File: src/rtl/jdc_pkg.sv
// ----------------------------------------------------------------------------
// jdc_pkg: shared types, constants and helpers for the Julian day converter
// Request/result words, controller commands and status, calendar helpers.
// ----------------------------------------------------------------------------
package jdc_pkg;

  // Field widths
  localparam int unsigned DN_W   = 23;
  localparam int unsigned DAY_W  = 9;
  localparam int unsigned MON_W  = 4;
  localparam int unsigned YEAR_W = 14;
  localparam int unsigned ODAY_W = 5;

  // Internal widths
  localparam int unsigned ACC_W   = 24;
  localparam int unsigned YY_W    = 16;
  localparam int unsigned DAYS_W  = 14;
  localparam int unsigned R400_W  = 9;
  localparam int unsigned Q365_W  = 15;
  localparam int unsigned Q100_W  = 8;
  localparam int unsigned LEN_W   = 5;
  localparam int unsigned DIV_IN_W = 15;

  // Reciprocal constants for division by 365 and by 100
  localparam int unsigned RECIP365_W  = 25;
  localparam int unsigned RECIP365    = 23534068;
  localparam int unsigned RECIP365_SH = 33;
  localparam int unsigned PROD365_W   = DN_W + RECIP365_W;
  localparam int unsigned RECIP100    = 5243;
  localparam int unsigned RECIP100_SH = 19;
  localparam int unsigned PROD100_W   = 28;

  // Calendar constants
  localparam int JDN_SHIFT      = 2299161 - 577738;
  localparam int CUT_LIMIT      = 577737;
  localparam int CUT_DAYS       = 10;
  localparam int GREG_YEAR      = 1582;
  localparam int CENT_YEAR      = 1700;
  localparam int CENT_ADJ       = 12;
  localparam int YEAR_DAYS      = 365;
  localparam int CYCLE_YEARS    = 400;
  localparam int MONTH_CAP      = 13;
  localparam int LAST_MONTH_IDX = 11;

  typedef logic signed [ACC_W-1:0]  acc_t;
  typedef logic signed [YY_W-1:0]   yy_t;
  typedef logic signed [DAYS_W-1:0] days_t;

  typedef struct packed {
    logic              opcode;
    logic [DAY_W-1:0]  in_day;
    logic [MON_W-1:0]  in_month;
    logic [YEAR_W-1:0] in_year;
    logic [DN_W-1:0]   in_day_number;
  } req_t;

  typedef struct packed {
    logic [DN_W-1:0]   out_day_number;
    logic [ODAY_W-1:0] out_day;
    logic [MON_W-1:0]  out_month;
    logic [YEAR_W-1:0] out_year;
    logic [DAY_W-1:0]  out_day_of_year;
  } res_t;

  typedef enum logic [3:0] {
    CMD_NOP       = 4'd0,
    CMD_LOAD      = 4'd1,
    CMD_E_BASE    = 4'd2,
    CMD_E_CENT    = 4'd3,
    CMD_E_LEAP    = 4'd4,
    CMD_MON_ADD   = 4'd5,
    CMD_E_FIN     = 4'd6,
    CMD_D_SHIFT   = 4'd7,
    CMD_D_DIV     = 4'd8,
    CMD_D_REM     = 4'd9,
    CMD_D_QTR     = 4'd10,
    CMD_D_CENT    = 4'd11,
    CMD_YEAR_STEP = 4'd12,
    CMD_YEAR_FIX  = 4'd13,
    CMD_MON_SCAN  = 4'd14
  } cmd_e;

  typedef struct packed {
    cmd_e cmd;
    logic emit;
  } ctrl_t;

  typedef struct packed {
    logic mon_last;
    logic days_pos;
    logic scan_done;
  } stat_t;

  function automatic logic [LEN_W-1:0] month_len(logic lp, logic [MON_W-1:0] idx);
    logic [LEN_W-1:0] len;
    case (idx)
      4'd1:    len = lp ? 5'd29 : 5'd28;
      4'd3:    len = 5'd30;
      4'd5:    len = 5'd30;
      4'd8:    len = 5'd30;
      4'd10:   len = 5'd30;
      default: len = 5'd31;
    endcase
    return len;
  endfunction

  // Exact for x below 25600
  function automatic logic [Q100_W-1:0] div100(logic [DIV_IN_W-1:0] x);
    logic [PROD100_W-1:0] p;
    p = PROD100_W'(x) * PROD100_W'(RECIP100);
    return p[RECIP100_SH +: Q100_W];
  endfunction

  function automatic logic [R400_W-1:0] rem400(logic [DIV_IN_W-1:0] x,
                                               logic [Q100_W-1:0] q100);
    logic [DIV_IN_W-1:0] t;
    t = x - DIV_IN_W'(DIV_IN_W'(q100[Q100_W-1:2]) * DIV_IN_W'(CYCLE_YEARS));
    return t[R400_W-1:0];
  endfunction

  // Quotient by four, truncated toward zero
  function automatic yy_t div4_trunc(yy_t x);
    yy_t m;
    m = x[YY_W-1] ? -x : x;
    m = m >>> 2;
    return x[YY_W-1] ? -m : m;
  endfunction

  // early: year before the Gregorian switch, r400: year modulo 400
  function automatic logic is_leap(logic [1:0] low2, logic early,
                                   logic [R400_W-1:0] r400);
    logic cent;
    cent = (r400 == 9'd100) || (r400 == 9'd200) || (r400 == 9'd300);
    return (low2 == 2'd0) && (early || !cent);
  endfunction

endpackage

File: src/rtl/jdc_ctrl.sv
// ----------------------------------------------------------------------------
// jdc_ctrl: sequencer for the Julian day converter
// Steps the datapath through encode or decode and flags the result word.
// ----------------------------------------------------------------------------
module jdc_ctrl (
  input  logic           clk_i,
  input  logic           rst_ni,
  input  logic           start_i,
  input  logic           opcode_i,
  input  jdc_pkg::stat_t stat_i,
  output jdc_pkg::ctrl_t ctrl_o,
  output logic           busy_o
);

  typedef enum logic [12:0] {
    S_IDLE    = 13'b0000000000001,
    S_E_BASE  = 13'b0000000000010,
    S_E_CENT  = 13'b0000000000100,
    S_E_LEAP  = 13'b0000000001000,
    S_E_MON   = 13'b0000000010000,
    S_E_FIN   = 13'b0000000100000,
    S_D_SHIFT = 13'b0000001000000,
    S_D_DIV   = 13'b0000010000000,
    S_D_REM   = 13'b0000100000000,
    S_D_QTR   = 13'b0001000000000,
    S_D_CENT  = 13'b0010000000000,
    S_D_YEAR  = 13'b0100000000000,
    S_D_SCAN  = 13'b1000000000000
  } state_e;

  state_e state_q, state_d;

  always_comb begin
    state_d     = state_q;
    ctrl_o.cmd  = jdc_pkg::CMD_NOP;
    ctrl_o.emit = 1'b0;
    case (state_q)
      S_IDLE: begin
        if (start_i) begin
          ctrl_o.cmd = jdc_pkg::CMD_LOAD;
          state_d    = opcode_i ? S_D_SHIFT : S_E_BASE;
        end
      end
      S_E_BASE: begin
        ctrl_o.cmd = jdc_pkg::CMD_E_BASE;
        state_d    = S_E_CENT;
      end
      S_E_CENT: begin
        ctrl_o.cmd = jdc_pkg::CMD_E_CENT;
        state_d    = S_E_LEAP;
      end
      S_E_LEAP: begin
        ctrl_o.cmd = jdc_pkg::CMD_E_LEAP;
        state_d    = S_E_MON;
      end
      S_E_MON: begin
        ctrl_o.cmd = jdc_pkg::CMD_MON_ADD;
        if (stat_i.mon_last) begin
          state_d = S_E_FIN;
        end
      end
      S_E_FIN: begin
        ctrl_o.cmd  = jdc_pkg::CMD_E_FIN;
        ctrl_o.emit = 1'b1;
        state_d     = S_IDLE;
      end
      S_D_SHIFT: begin
        ctrl_o.cmd = jdc_pkg::CMD_D_SHIFT;
        state_d    = S_D_DIV;
      end
      S_D_DIV: begin
        ctrl_o.cmd = jdc_pkg::CMD_D_DIV;
        state_d    = S_D_REM;
      end
      S_D_REM: begin
        ctrl_o.cmd = jdc_pkg::CMD_D_REM;
        state_d    = S_D_QTR;
      end
      S_D_QTR: begin
        ctrl_o.cmd = jdc_pkg::CMD_D_QTR;
        state_d    = S_D_CENT;
      end
      S_D_CENT: begin
        ctrl_o.cmd = jdc_pkg::CMD_D_CENT;
        state_d    = S_D_YEAR;
      end
      S_D_YEAR: begin
        // step back one year until the day count turns positive
        if (stat_i.days_pos) begin
          ctrl_o.cmd = jdc_pkg::CMD_YEAR_FIX;
          state_d    = S_D_SCAN;
        end else begin
          ctrl_o.cmd = jdc_pkg::CMD_YEAR_STEP;
        end
      end
      S_D_SCAN: begin
        ctrl_o.cmd = jdc_pkg::CMD_MON_SCAN;
        if (stat_i.scan_done) begin
          ctrl_o.emit = 1'b1;
          state_d     = S_IDLE;
        end
      end
      default: begin
        state_d = S_IDLE;
      end
    endcase
  end

  always_ff @(posedge clk_i or negedge rst_ni) begin
    if (!rst_ni) begin
      state_q <= S_IDLE;
    end else begin
      state_q <= state_d;
    end
  end

  assign busy_o = (state_q != S_IDLE);

endmodule

File: src/rtl/jdc_dp.sv
// ----------------------------------------------------------------------------
// jdc_dp: datapath of the Julian day converter
// Accumulator, year and day registers, reciprocal dividers, month scanner.
// ----------------------------------------------------------------------------
module jdc_dp (
  input  logic           clk_i,
  input  logic           rst_ni,
  input  jdc_pkg::req_t  req_i,
  input  jdc_pkg::ctrl_t ctrl_i,
  output jdc_pkg::stat_t stat_o,
  output jdc_pkg::res_t  res_o,
  output logic           done_o
);

  logic [jdc_pkg::DAY_W-1:0]  day_q, day_d;
  logic [jdc_pkg::MON_W-1:0]  month_q, month_d;
  logic [jdc_pkg::MON_W-1:0]  kmax_q, kmax_d;
  logic [jdc_pkg::MON_W-1:0]  idx_q, idx_d;
  jdc_pkg::acc_t              acc_q, acc_d;
  jdc_pkg::yy_t               yr_q, yr_d;
  jdc_pkg::days_t             days_q, days_d;
  logic [jdc_pkg::Q365_W-1:0] q365_q, q365_d;
  logic [jdc_pkg::Q100_W-1:0] q100_q, q100_d;
  logic [jdc_pkg::R400_W-1:0] r400_q, r400_d;
  logic [jdc_pkg::DAY_W-1:0]  doy_q, doy_d;
  logic                       neg_q, neg_d;
  logic                       lp_q, lp_d;
  jdc_pkg::res_t              res_q, res_d;
  logic                       done_q;

  // Shared terms
  jdc_pkg::yy_t                   yr_inc;
  logic [jdc_pkg::R400_W-1:0]     r400_inc;
  logic [jdc_pkg::LEN_W-1:0]      len;
  logic                           fits;
  jdc_pkg::days_t                 days_less;
  jdc_pkg::acc_t                  abs_acc;
  logic [jdc_pkg::DN_W-1:0]       mag;
  logic [jdc_pkg::PROD365_W-1:0]  prod365;
  logic [jdc_pkg::DN_W-1:0]       rem_full;
  jdc_pkg::acc_t                  shifted;
  jdc_pkg::acc_t                  shifted_cut;
  jdc_pkg::acc_t                  enc_sum;
  logic                           yr_lp;
  jdc_pkg::res_t                  enc_res;
  jdc_pkg::res_t                  dec_res;

  always_comb begin
    yr_inc    = yr_q + jdc_pkg::yy_t'(1);
    r400_inc  = (r400_q == jdc_pkg::R400_W'(jdc_pkg::CYCLE_YEARS - 1)) ?
                '0 : r400_q + 1'b1;
    len       = jdc_pkg::month_len(lp_q, idx_q);
    fits      = (days_q <= jdc_pkg::days_t'(len));
    days_less = days_q - jdc_pkg::days_t'(len);
    abs_acc   = acc_q[jdc_pkg::ACC_W-1] ? -acc_q : acc_q;
    mag       = abs_acc[jdc_pkg::DN_W-1:0];
    prod365   = jdc_pkg::PROD365_W'(mag) * jdc_pkg::PROD365_W'(jdc_pkg::RECIP365);
    rem_full  = mag - jdc_pkg::DN_W'(jdc_pkg::DN_W'(q365_q) *
                                     jdc_pkg::DN_W'(jdc_pkg::YEAR_DAYS));
    shifted     = acc_q - jdc_pkg::acc_t'(jdc_pkg::JDN_SHIFT);
    shifted_cut = acc_q - jdc_pkg::acc_t'(jdc_pkg::JDN_SHIFT - jdc_pkg::CUT_DAYS);
    enc_sum   = (acc_q > jdc_pkg::acc_t'(jdc_pkg::CUT_LIMIT)) ?
                acc_q + jdc_pkg::acc_t'(jdc_pkg::JDN_SHIFT - jdc_pkg::CUT_DAYS) :
                acc_q + jdc_pkg::acc_t'(jdc_pkg::JDN_SHIFT);
    yr_lp     = jdc_pkg::is_leap(yr_q[1:0], yr_q < jdc_pkg::yy_t'(jdc_pkg::GREG_YEAR),
                                 r400_q);

    enc_res                = '0;
    enc_res.out_day_number = enc_sum[jdc_pkg::DN_W-1:0];

    dec_res                 = '0;
    dec_res.out_day         = fits ? days_q[jdc_pkg::ODAY_W-1:0] :
                                     days_less[jdc_pkg::ODAY_W-1:0];
    dec_res.out_month       = idx_q + 1'b1;
    dec_res.out_year        = yr_q[jdc_pkg::YEAR_W-1:0];
    dec_res.out_day_of_year = doy_q;
  end

  always_comb begin
    day_d   = day_q;
    month_d = month_q;
    kmax_d  = kmax_q;
    idx_d   = idx_q;
    acc_d   = acc_q;
    yr_d    = yr_q;
    days_d  = days_q;
    q365_d  = q365_q;
    q100_d  = q100_q;
    r400_d  = r400_q;
    doy_d   = doy_q;
    neg_d   = neg_q;
    lp_d    = lp_q;
    case (ctrl_i.cmd)
      jdc_pkg::CMD_LOAD: begin
        day_d   = req_i.in_day;
        month_d = req_i.in_month;
        kmax_d  = (req_i.in_month >= jdc_pkg::MON_W'(jdc_pkg::MONTH_CAP)) ?
                  jdc_pkg::MON_W'(jdc_pkg::MONTH_CAP - 1) : req_i.in_month - 1'b1;
        // encode works from the count of preceding years
        yr_d    = jdc_pkg::yy_t'(req_i.in_year) - jdc_pkg::yy_t'(1);
        acc_d   = jdc_pkg::acc_t'(req_i.in_day_number);
      end
      jdc_pkg::CMD_E_BASE: begin
        acc_d  = jdc_pkg::acc_t'(yr_q) * jdc_pkg::acc_t'(jdc_pkg::YEAR_DAYS) +
                 jdc_pkg::acc_t'(jdc_pkg::div4_trunc(yr_q));
        q100_d = jdc_pkg::div100(yr_q[jdc_pkg::DIV_IN_W-1:0]);
      end
      jdc_pkg::CMD_E_CENT: begin
        if (yr_q > jdc_pkg::yy_t'(jdc_pkg::GREG_YEAR)) begin
          acc_d = acc_q - jdc_pkg::acc_t'(q100_q) + jdc_pkg::acc_t'(q100_q >> 2) +
                  jdc_pkg::acc_t'(jdc_pkg::CENT_ADJ);
        end
        q100_d = jdc_pkg::div100(yr_inc[jdc_pkg::DIV_IN_W-1:0]);
      end
      jdc_pkg::CMD_E_LEAP: begin
        lp_d  = jdc_pkg::is_leap(yr_inc[1:0],
                                 yr_inc < jdc_pkg::yy_t'(jdc_pkg::GREG_YEAR),
                                 jdc_pkg::rem400(yr_inc[jdc_pkg::DIV_IN_W-1:0], q100_q));
        idx_d = '0;
      end
      jdc_pkg::CMD_MON_ADD: begin
        if (month_q == '0) begin
          acc_d = acc_q + jdc_pkg::acc_t'(day_q) - jdc_pkg::acc_t'(1);
        end else if (idx_q == kmax_q) begin
          acc_d = acc_q + jdc_pkg::acc_t'(day_q);
        end else begin
          acc_d = acc_q + jdc_pkg::acc_t'(len);
          idx_d = idx_q + 1'b1;
        end
      end
      jdc_pkg::CMD_D_SHIFT: begin
        acc_d = (shifted > jdc_pkg::acc_t'(jdc_pkg::CUT_LIMIT)) ? shifted_cut : shifted;
      end
      jdc_pkg::CMD_D_DIV: begin
        neg_d  = acc_q[jdc_pkg::ACC_W-1];
        q365_d = prod365[jdc_pkg::RECIP365_SH +: jdc_pkg::Q365_W];
      end
      jdc_pkg::CMD_D_REM: begin
        // truncate toward zero: quotient and remainder take the sign of the input
        yr_d   = neg_q ? -jdc_pkg::yy_t'(q365_q) : jdc_pkg::yy_t'(q365_q);
        days_d = neg_q ? -jdc_pkg::days_t'(rem_full[jdc_pkg::DAY_W-1:0]) :
                         jdc_pkg::days_t'(rem_full[jdc_pkg::DAY_W-1:0]);
      end
      jdc_pkg::CMD_D_QTR: begin
        days_d = days_q - jdc_pkg::days_t'(jdc_pkg::div4_trunc(yr_q));
        q100_d = jdc_pkg::div100(yr_q[jdc_pkg::DIV_IN_W-1:0]);
      end
      jdc_pkg::CMD_D_CENT: begin
        if (yr_q >= jdc_pkg::yy_t'(jdc_pkg::CENT_YEAR)) begin
          days_d = days_q + jdc_pkg::days_t'(q100_q) - jdc_pkg::days_t'(q100_q >> 2) -
                   jdc_pkg::days_t'(jdc_pkg::CENT_ADJ);
        end
        r400_d = jdc_pkg::rem400(yr_q[jdc_pkg::DIV_IN_W-1:0], q100_q);
      end
      jdc_pkg::CMD_YEAR_STEP: begin
        days_d = days_q + jdc_pkg::days_t'(jdc_pkg::YEAR_DAYS) + jdc_pkg::days_t'(yr_lp);
        yr_d   = yr_q - jdc_pkg::yy_t'(1);
        r400_d = (r400_q == '0) ? jdc_pkg::R400_W'(jdc_pkg::CYCLE_YEARS - 1) :
                                  r400_q - 1'b1;
      end
      jdc_pkg::CMD_YEAR_FIX: begin
        yr_d   = yr_inc;
        r400_d = r400_inc;
        lp_d   = jdc_pkg::is_leap(yr_inc[1:0],
                                  yr_inc < jdc_pkg::yy_t'(jdc_pkg::GREG_YEAR), r400_inc);
        idx_d  = '0;
        doy_d  = days_q[jdc_pkg::DAY_W-1:0];
      end
      jdc_pkg::CMD_MON_SCAN: begin
        if (!fits) begin
          days_d = days_less;
          if (idx_q != jdc_pkg::MON_W'(jdc_pkg::LAST_MONTH_IDX)) begin
            idx_d = idx_q + 1'b1;
          end
        end
      end
      default: begin
      end
    endcase
  end

  always_comb begin
    res_d = res_q;
    if (ctrl_i.emit) begin
      res_d = (ctrl_i.cmd == jdc_pkg::CMD_E_FIN) ? enc_res : dec_res;
    end
  end

  always_ff @(posedge clk_i) begin
    day_q   <= day_d;
    month_q <= month_d;
    kmax_q  <= kmax_d;
    idx_q   <= idx_d;
    acc_q   <= acc_d;
    yr_q    <= yr_d;
    days_q  <= days_d;
    q365_q  <= q365_d;
    q100_q  <= q100_d;
    r400_q  <= r400_d;
    doy_q   <= doy_d;
    neg_q   <= neg_d;
    lp_q    <= lp_d;
    res_q   <= res_d;
  end

  always_ff @(posedge clk_i or negedge rst_ni) begin
    if (!rst_ni) begin
      done_q <= 1'b0;
    end else begin
      done_q <= ctrl_i.emit;
    end
  end

  assign stat_o.mon_last  = (month_q == '0) || (idx_q == kmax_q);
  assign stat_o.days_pos  = (days_q > jdc_pkg::days_t'(0));
  assign stat_o.scan_done = fits || (idx_q == jdc_pkg::MON_W'(jdc_pkg::LAST_MONTH_IDX));
  assign res_o            = res_q;
  assign done_o           = done_q;

  // The year loop must leave a positive day count for the month scan
  a_scan_days_pos: assert property (@(posedge clk_i) disable iff (!rst_ni)
    (ctrl_i.cmd == jdc_pkg::CMD_MON_SCAN) |-> (days_q > jdc_pkg::days_t'(0)))
    else $error("month scan started with non-positive day count");

  a_scan_idx_range: assert property (@(posedge clk_i) disable iff (!rst_ni)
    (ctrl_i.cmd == jdc_pkg::CMD_MON_SCAN) |->
      (idx_q <= jdc_pkg::MON_W'(jdc_pkg::LAST_MONTH_IDX)))
    else $error("month scan index past December");

endmodule

File: src/rtl/julian_day_date_converter_core.sv
// ----------------------------------------------------------------------------
// julian_day_date_converter_core: date <-> Julian day number converter
// A request word (opcode 0 encode, 1 decode) is taken at a clock edge where
// start is high and busy is low. One result word per request is flagged by
// done_o for exactly one cycle and stays on res_o until the next result; it
// cannot be held off, so capture it on that cycle. Encode keeps busy high
// through the base, century and leap steps, the month sum that adds one
// month length per cycle, and a final step. Decode keeps busy high through
// the shift, divide, remainder, quarter and century steps, then the year
// correction steps and the month scan steps, both running one step per
// cycle on the day register. done_o rises in the first cycle with
// busy low, and a new request may be started in that same cycle.
// ----------------------------------------------------------------------------
module julian_day_date_converter_core (
  input  logic          clk_i,
  input  logic          rst_ni,
  input  logic          start,
  output logic          busy,
  input  jdc_pkg::req_t req_i,
  output jdc_pkg::res_t res_o,
  output logic          done_o
);

  jdc_pkg::ctrl_t ctrl;
  jdc_pkg::stat_t stat;

  jdc_ctrl u_ctrl (
    .clk_i    (clk_i),
    .rst_ni   (rst_ni),
    .start_i  (start),
    .opcode_i (req_i.opcode),
    .stat_i   (stat),
    .ctrl_o   (ctrl),
    .busy_o   (busy)
  );

  jdc_dp u_dp (
    .clk_i  (clk_i),
    .rst_ni (rst_ni),
    .req_i  (req_i),
    .ctrl_i (ctrl),
    .stat_o (stat),
    .res_o  (res_o),
    .done_o (done_o)
  );

  a_done_after_busy: assert property (@(posedge clk_i) disable iff (!rst_ni)
    done_o |-> $past(busy))
    else $error("result word without a request in flight");

  a_busy_fall_done: assert property (@(posedge clk_i) disable iff (!rst_ni)
    $fell(busy) |-> done_o)
    else $error("request finished without a result word");

  a_single_word: assert property (@(posedge clk_i) disable iff (!rst_ni)
    done_o |=> !done_o)
    else $error("result word repeated");

endmodule
File: config.mk
export PLATFORM = sky130hd
export DESIGN_NAME = julian_day_date_converter_core
export DESIGN_NICKNAME = d
export VERILOG_FILES = /design/src/rtl/jdc_pkg.sv /design/src/rtl/jdc_ctrl.sv /design/src/rtl/jdc_dp.sv /design/src/rtl/julian_day_date_converter_core.sv
export SDC_FILE = /design/constraint.sdc
export NUM_CORES = 2
export LEC_CHECK = 0
export BUFFER_PORTS_ARGS = -buffer_cell sky130_fd_sc_hd__buf_2
export CORE_MARGIN = 1
export CORE_UTILIZATION = 35
export DETAILED_ROUTE_END_ITERATION = 8
export GPL_ROUTABILITY_DRIVEN = 0
export PLACE_DENSITY_LB_ADDON = 0.25
export RECOVER_POWER = 25
export REMOVE_ABC_BUFFERS = 1
export SLEW_MARGIN = 40
export SYNTH_ARGS = -nofsm -noshare
export SYNTH_HDL_FRONTEND = slang
export SYNTH_HIERARCHICAL = 1
export SYNTH_SLANG_ARGS = --single-unit
File: constraint.sdc
create_clock -name clk_i -period 16.05 [get_ports clk_i]
set_input_delay 0.8025 -clock clk_i [delete_from_list [all_inputs] [get_ports clk_i]]
set_output_delay 0.8025 -clock clk_i [all_outputs]
set_load 0.1 [all_outputs]
Word level (Yosys, flattened, before mapping)
Index checks and enable logic that the tools add are counted. W data, S select, Z words.

Mux-type cells: 39. Bitwise operators: 0. Equality and inequality tests: 56. Add/sub/neg operators: 33. Reductions and logical operators: 35. Divide/modulo/power cells: 0. $mul: 6. Shifts and indexed selects: 0. Order comparisons: 9.

Operators with widths (count): $pmux W13 S12 (1); $pmux W24 S5 (1); $mux W24 (4); $pmux W14 S5 (1); $pmux W16 S4 (1); $mul A15 B13 Y27 const B (2); $mux W13 (4); $pmux W4 S13 (1); $gt A24 B21 Y1 const B (2); $mux W16 (3); $sub A24 B22 Y24 const B (2); $add A23 B22 Y23 const B (2); $mul A23 B23 Y46 const B (1); $mux W23 (2); $mux W14 (3); $eq A4 B4 Y1 const B (10); $eq A9 B9 Y1 const B (4); $lt A16 B12 Y1 const B (2); $eq A9 B7 Y1 const B (3); $eq A9 B8 Y1 const B (3); $pmux W9 S3 (1); $sub A9 B9 Y9 (3); $add A24 B10 Y24 (1); $add A24 B16 Y24 (1); other kinds (78) (120).

Output and inout bits: 57. Bits in registers: 187. Memories: 0. Bits in latches: 0. Input port bits: 54. ROM bits: 0. Memory bits (writable): 0. Word-level logic and storage cells: 198.

Longest topological paths before layout
Depth in word-level cells: 9. Depth in mapped cells: 38. Mapped depth without buffers: 36.

By module
The synthesis kept the hierarchy.

By module, submodules not included: jdc_dp (instances 1, sequential area each 5220.0 um^2, cells an instance 4494, area each 40617.7 um^2); jdc_ctrl (instances 1, sequential area each 326.6 um^2, cells an instance 119, area each 989.7 um^2).

Worst setup path after synthesis
No wires, ideal clock.

Path type: flip-flop to flip-flop. From: reg u_dp.acc_q[2]. To: reg u_dp/q365_q[8] (netlist bit) (data pin). Setup time: 0.258 ns. Slack: 7.154 ns. Clock period less this slack: 8.896 ns. Path buffers: 2. Data arrival time: 8.639 ns. Stages on the path, launching flop included: 37. Required time: 15.792 ns. Cells stage by stage: edfxtp_1 -> buf_4 -> clkbuf_1 -> nor2_1 -> nand2_1 -> nor2_1 -> nand2_1 -> nor3_1 -> and3_1 -> nand3_1 -> inv_1 -> a31oi_1 -> xnor2_1 -> inv_1 -> ha_1 -> fa_1 -> inv_1 -> fa_1 -> fa_1 -> inv_1 -> fa_1 -> fa_1 -> inv_1 -> fa_1 -> inv_1 -> ha_1 -> a21o_1 -> a21o_1 -> a21oi_1 -> nor4b_1 -> nor3_1 -> a2111oi_0 -> o21ai_0 -> a21oi_1 -> o21bai_1 -> a21oi_1 -> xnor2_1.

Cells in the longest elaborated chain, start to end: 3.

RTL lines: start, declared (line jdc_dp.sv:19) `jdc_pkg::acc_t acc_q, acc_d;`; start signal, assigned (line jdc_dp.sv:194) `acc_q <= acc_d;`; $neg A23 Y23 (line jdc_dp.sv:55) `abs_acc = acc_q[jdc_pkg::ACC_W-1] ? -acc_q : acc_q;`; $mux W23 * (line jdc_dp.sv:55); $mul A23 B23 Y46 * (line jdc_dp.sv:57) `prod365 = jdc_pkg::PROD365_W'(mag) * jdc_pkg::PROD365_W'(jdc_pkg::RECIP365);`; named net u_dp.prod365, one bit (line jdc_dp.sv:39) `logic [jdc_pkg::PROD365_W-1:0] prod365;`; end signal, assigned (line jdc_dp.sv:197) `q365_q <= q365_d;`; end, declared (line jdc_dp.sv:22) `logic [jdc_pkg::Q365_W-1:0] q365_q, q365_d;`.

Mark *: on every way through the listed nets, which the timed path passes. The rest lies on a longest branch. A chain may end at the register's enable or synchronous reset.

Final worst setup path
From: reg u_dp.acc_q[8]. To: reg u_dp/q365_q[8] (netlist bit) (data pin).

Same word-level chain as after synthesis.

==> results.py <==
metrics = {
    "global_routing": {
        "grt_util_all_layers": 0.216,
        "grt_pass1_wl_um": 200000,
        "grt_pass1_vias": 33210,
        "antenna_found_initial": 0,
        "grt_start_max_net_pins": 57,
        "grt-ovfl-total": 0,
    },
    "clocking": {
        "clock-sinks": 187,
        "clockBufferDepth": 2,
        "post_cts_resized": 0,
        "cts_tree": "built",
        "numCtsBuffers": 17,
        "ctsHoldBuffers": 0,
        "clk_latency_ps": 550,
        "cts_setup_buffers": 0,
        "clk_pin_slew_ps": 90,
        "ctsRootBufferMaster": "clkbuf_16",
        "h-tree-depth": 4,
    },
    "floorplan": {
        "rows": 126,
        "start_util": 0.353,
        "core_area_mm2": 0.118,
        "die_height_um": 347,
        "dieArea_mm2": 0.120,
        "num_io_pins": 111,
        "die-width_um": 347,
    },
    "critical_path": {
        "slowest_stage": "edfxtp_1",
        "cp.required_ps": 16330,
        "critPathLaunchType": "flop",
        "critPathKind": "flop to flop",
        "critical_path_arrival_ps": 9980,
        "critical_path.most_common_cell": "inv_1",
        "end_kind": "flop",
        "cp_top_family": "adder cells",
        "slowest_delay_ps": 840,
        "crit_fanout": 17,
        "worst-path-buf-inv": 7,
    },
    "sta": {
        "worstMarginPinSlew_ps": 1350,
        "max_freq_mhz": 103,
        "finalMaxSlewViolations": 0,
        "max_slew_margin": 0.0901,
        "hold_violations": 0,
        "final.setup.tns_ps": 0,
        "period_needed_ps": 9700,
        "skew_ps": 31.3,
        "rsz0062_at_grt": "false",
        "setup_viol": 0,
        "finalCritPeriodShare": 0.604,
    },
    "run_status": {
        "status": "finished clean",
    },
    "yosys": {
        "postSynth.asyncResetShare": 0.0749,
        "synth-main-ff-cell": "edfxtp_1",
        "synthDominantCellAreaShare": 0.232,
        "synth-seq-cells": 187,
        "synth.avg_cell_area_um2": 9.02,
        "postSynthCellCount": 4613,
        "synth-edff-count": 173,
        "yosysTopAreaCell": "ha_1",
        "seq_area_frac_synth": 0.133,
        "synth_area_leaders": "ha_1 (23%), fa_1 (21%), edfxtp_1 (12%)",
        "synth_cell_types": 101,
        "ys_warn_count": 6,
        "netlist_area_mm2": 0.0416,
    },
    "detailed_routing": {
        "drtPass1Iterations": 6,
        "routedWlPerCell_um": 20.6,
        "postRouteAntennaNets": 0,
        "vias": 32912,
        "drt_first_iter_violations": 2549,
        "viasPerCell": 5.28,
        "route.detailed.drc": 0,
        "drt-total-wl_um": 128000,
    },
    "layout": {
        "diodes": 0,
        "drive_gt1_frac": 0.0474,
        "num-nets-final": 5945,
        "fillCellCount": 12041,
        "syn_to_final_growth_pct": 7.50,
    },
    "hold_path": {
        "min_path_type": "input port to asynchronous set/reset pin",
    },
    "placed_design": {
        "hpwl_um": 107000,
        "io_buffers": 110,
    },
    "run": {
        "timing.max_cap.violations": 0,
    },
}
-- kinds of logic after synthesis --
family | after synthesis | synth area share
and+or+nand+nor | 982 | 0.117
buffers and inverters | 1025 | 0.0933
muxes | 23 | 0.00577
DFF | 187 | 0.133
AOI/OAI and AO/OA | 797 | 0.128
xor gates and xnor gates | 398 | 0.0838
adders and majority gates | 1201 | 0.439
-- flip-flops by register name, summed over array words and instances (netlist names) --
name	flops
u_dp/yr_q	16
u_dp/q365_q	15
u_dp/day_q	9
u_dp/lp_q	1
u_dp/r400_q	9
u_dp/done_o	1
u_dp/res_o	55
u_dp/days_q	14
u_dp/doy_q	9
u_dp/neg_q	1
u_dp/q100_q	8
u_dp/kmax_q	4
u_dp/acc_q	24
u_dp/month_q	4
u_ctrl/state_q	13
u_dp/idx_q	4
-- path summary, 6_finish.rpt --
check                                   startpoint                            end  slack (ps)  depth (start not counted)
setup / recovery           u_dp/acc_q[8]$_DFFE_PP_       u_dp/q365_q[8]$_DFFE_PN_        6350                         31
hold / removal                              rst_ni  u_ctrl/state_q[1]$_DFFE_PN0P_         330                          1
setup reg to reg           u_dp/acc_q[8]$_DFFE_PP_       u_dp/q365_q[8]$_DFFE_PN_        6350                         31
hold reg to reg            u_dp/doy_q[5]$_DFFE_PP_    u_dp/res_o[5]$_SDFFCE_PN0P_         520                          1
max in group asynchronous                   rst_ni  u_ctrl/state_q[4]$_DFFE_PN0P_       15220                          1
min in group clk_i                       req_i[50]  u_ctrl/state_q[1]$_DFFE_PN0P_         430                          2
-- through the flow --
step / util / instances / hold slack (ps) / cell area (um^2) / setup slack (ps)
2_1_floorplan: - / 4491 / 452 / 41100 / 7240
3_3_place_gp: 0.374 / 6202 / 500 / 44100 / 6560
3_5_place_dp: 0.375 / 6206 / 502 / 44200 / 6380
4_1_cts: 0.380 / 6238 / 112 / 44800 / 6280
5_1_grt: 0.379 / 6239 / 372 / 44700 / 5460
6_report: 0.379 / 6239 / 329 / 44700 / 6350
-- final cells by class --
class,instances,area (um^2),share of cell area
Tap cell,1536,1920,0.0430
Timing Repair Buffer,180,1010,0.0225
Clock inverter,15,204,0.00456
Sequential cell,187,5550,0.124
Clock buffer,17,425,0.00951
Inverter,903,3390,0.0758
Multi-Input combinational cell,3401,32200,0.721
-- cells in the final DEF, fill, tap and decap left out, types with 28 or more instances in the layout --
cell,instances
ha_1,772
nor2_1,260
nand3_1,89
nand2b_1,46
nor2b_1,33
edfxtp_1,173
buf_2,50
a21o_1,70
a21oi_1,197
xnor2_1,303
o21ai_0,153
a211oi_1,37
inv_1,894
clkbuf_1,62
nand4_1,37
fa_1,429
a31oi_1,34
xor2_1,93
o221ai_1,34
and2_1,28
nand2_1,245
nor3_1,67
and3_1,32
buf_4,64
-- metal layers --
metal,up-vias,global-route usage,part of all wire
met3,166,0.0250,0.051
met5,-,0,0
met4,0,0.0620,0.028
li1,15642,-,-
met1,16122,0.302,0.46
met2,982,0.351,0.46
-- Yosys cell counts (26+ instances only) --
cell type,count
a21o_1,70
nand2_1,246
xor2_1,93
and3_1,31
edfxtp_1,173
a31oi_1,34
clkbuf_1,93
and2_1,29
o21ai_0,154
o211ai_1,26
ha_1,772
nor2_1,265
nor3_1,68
nand4_1,37
o221ai_1,34
nand2b_1,46
fa_1,429
nor2b_1,33
a21oi_1,198
nand3_1,90
inv_1,895
a211oi_1,38
xnor2_1,305
Power is left out: the tool's default activity adds up to more than one toggle a clock period on the data nets, which glitch-free logic cannot reach.
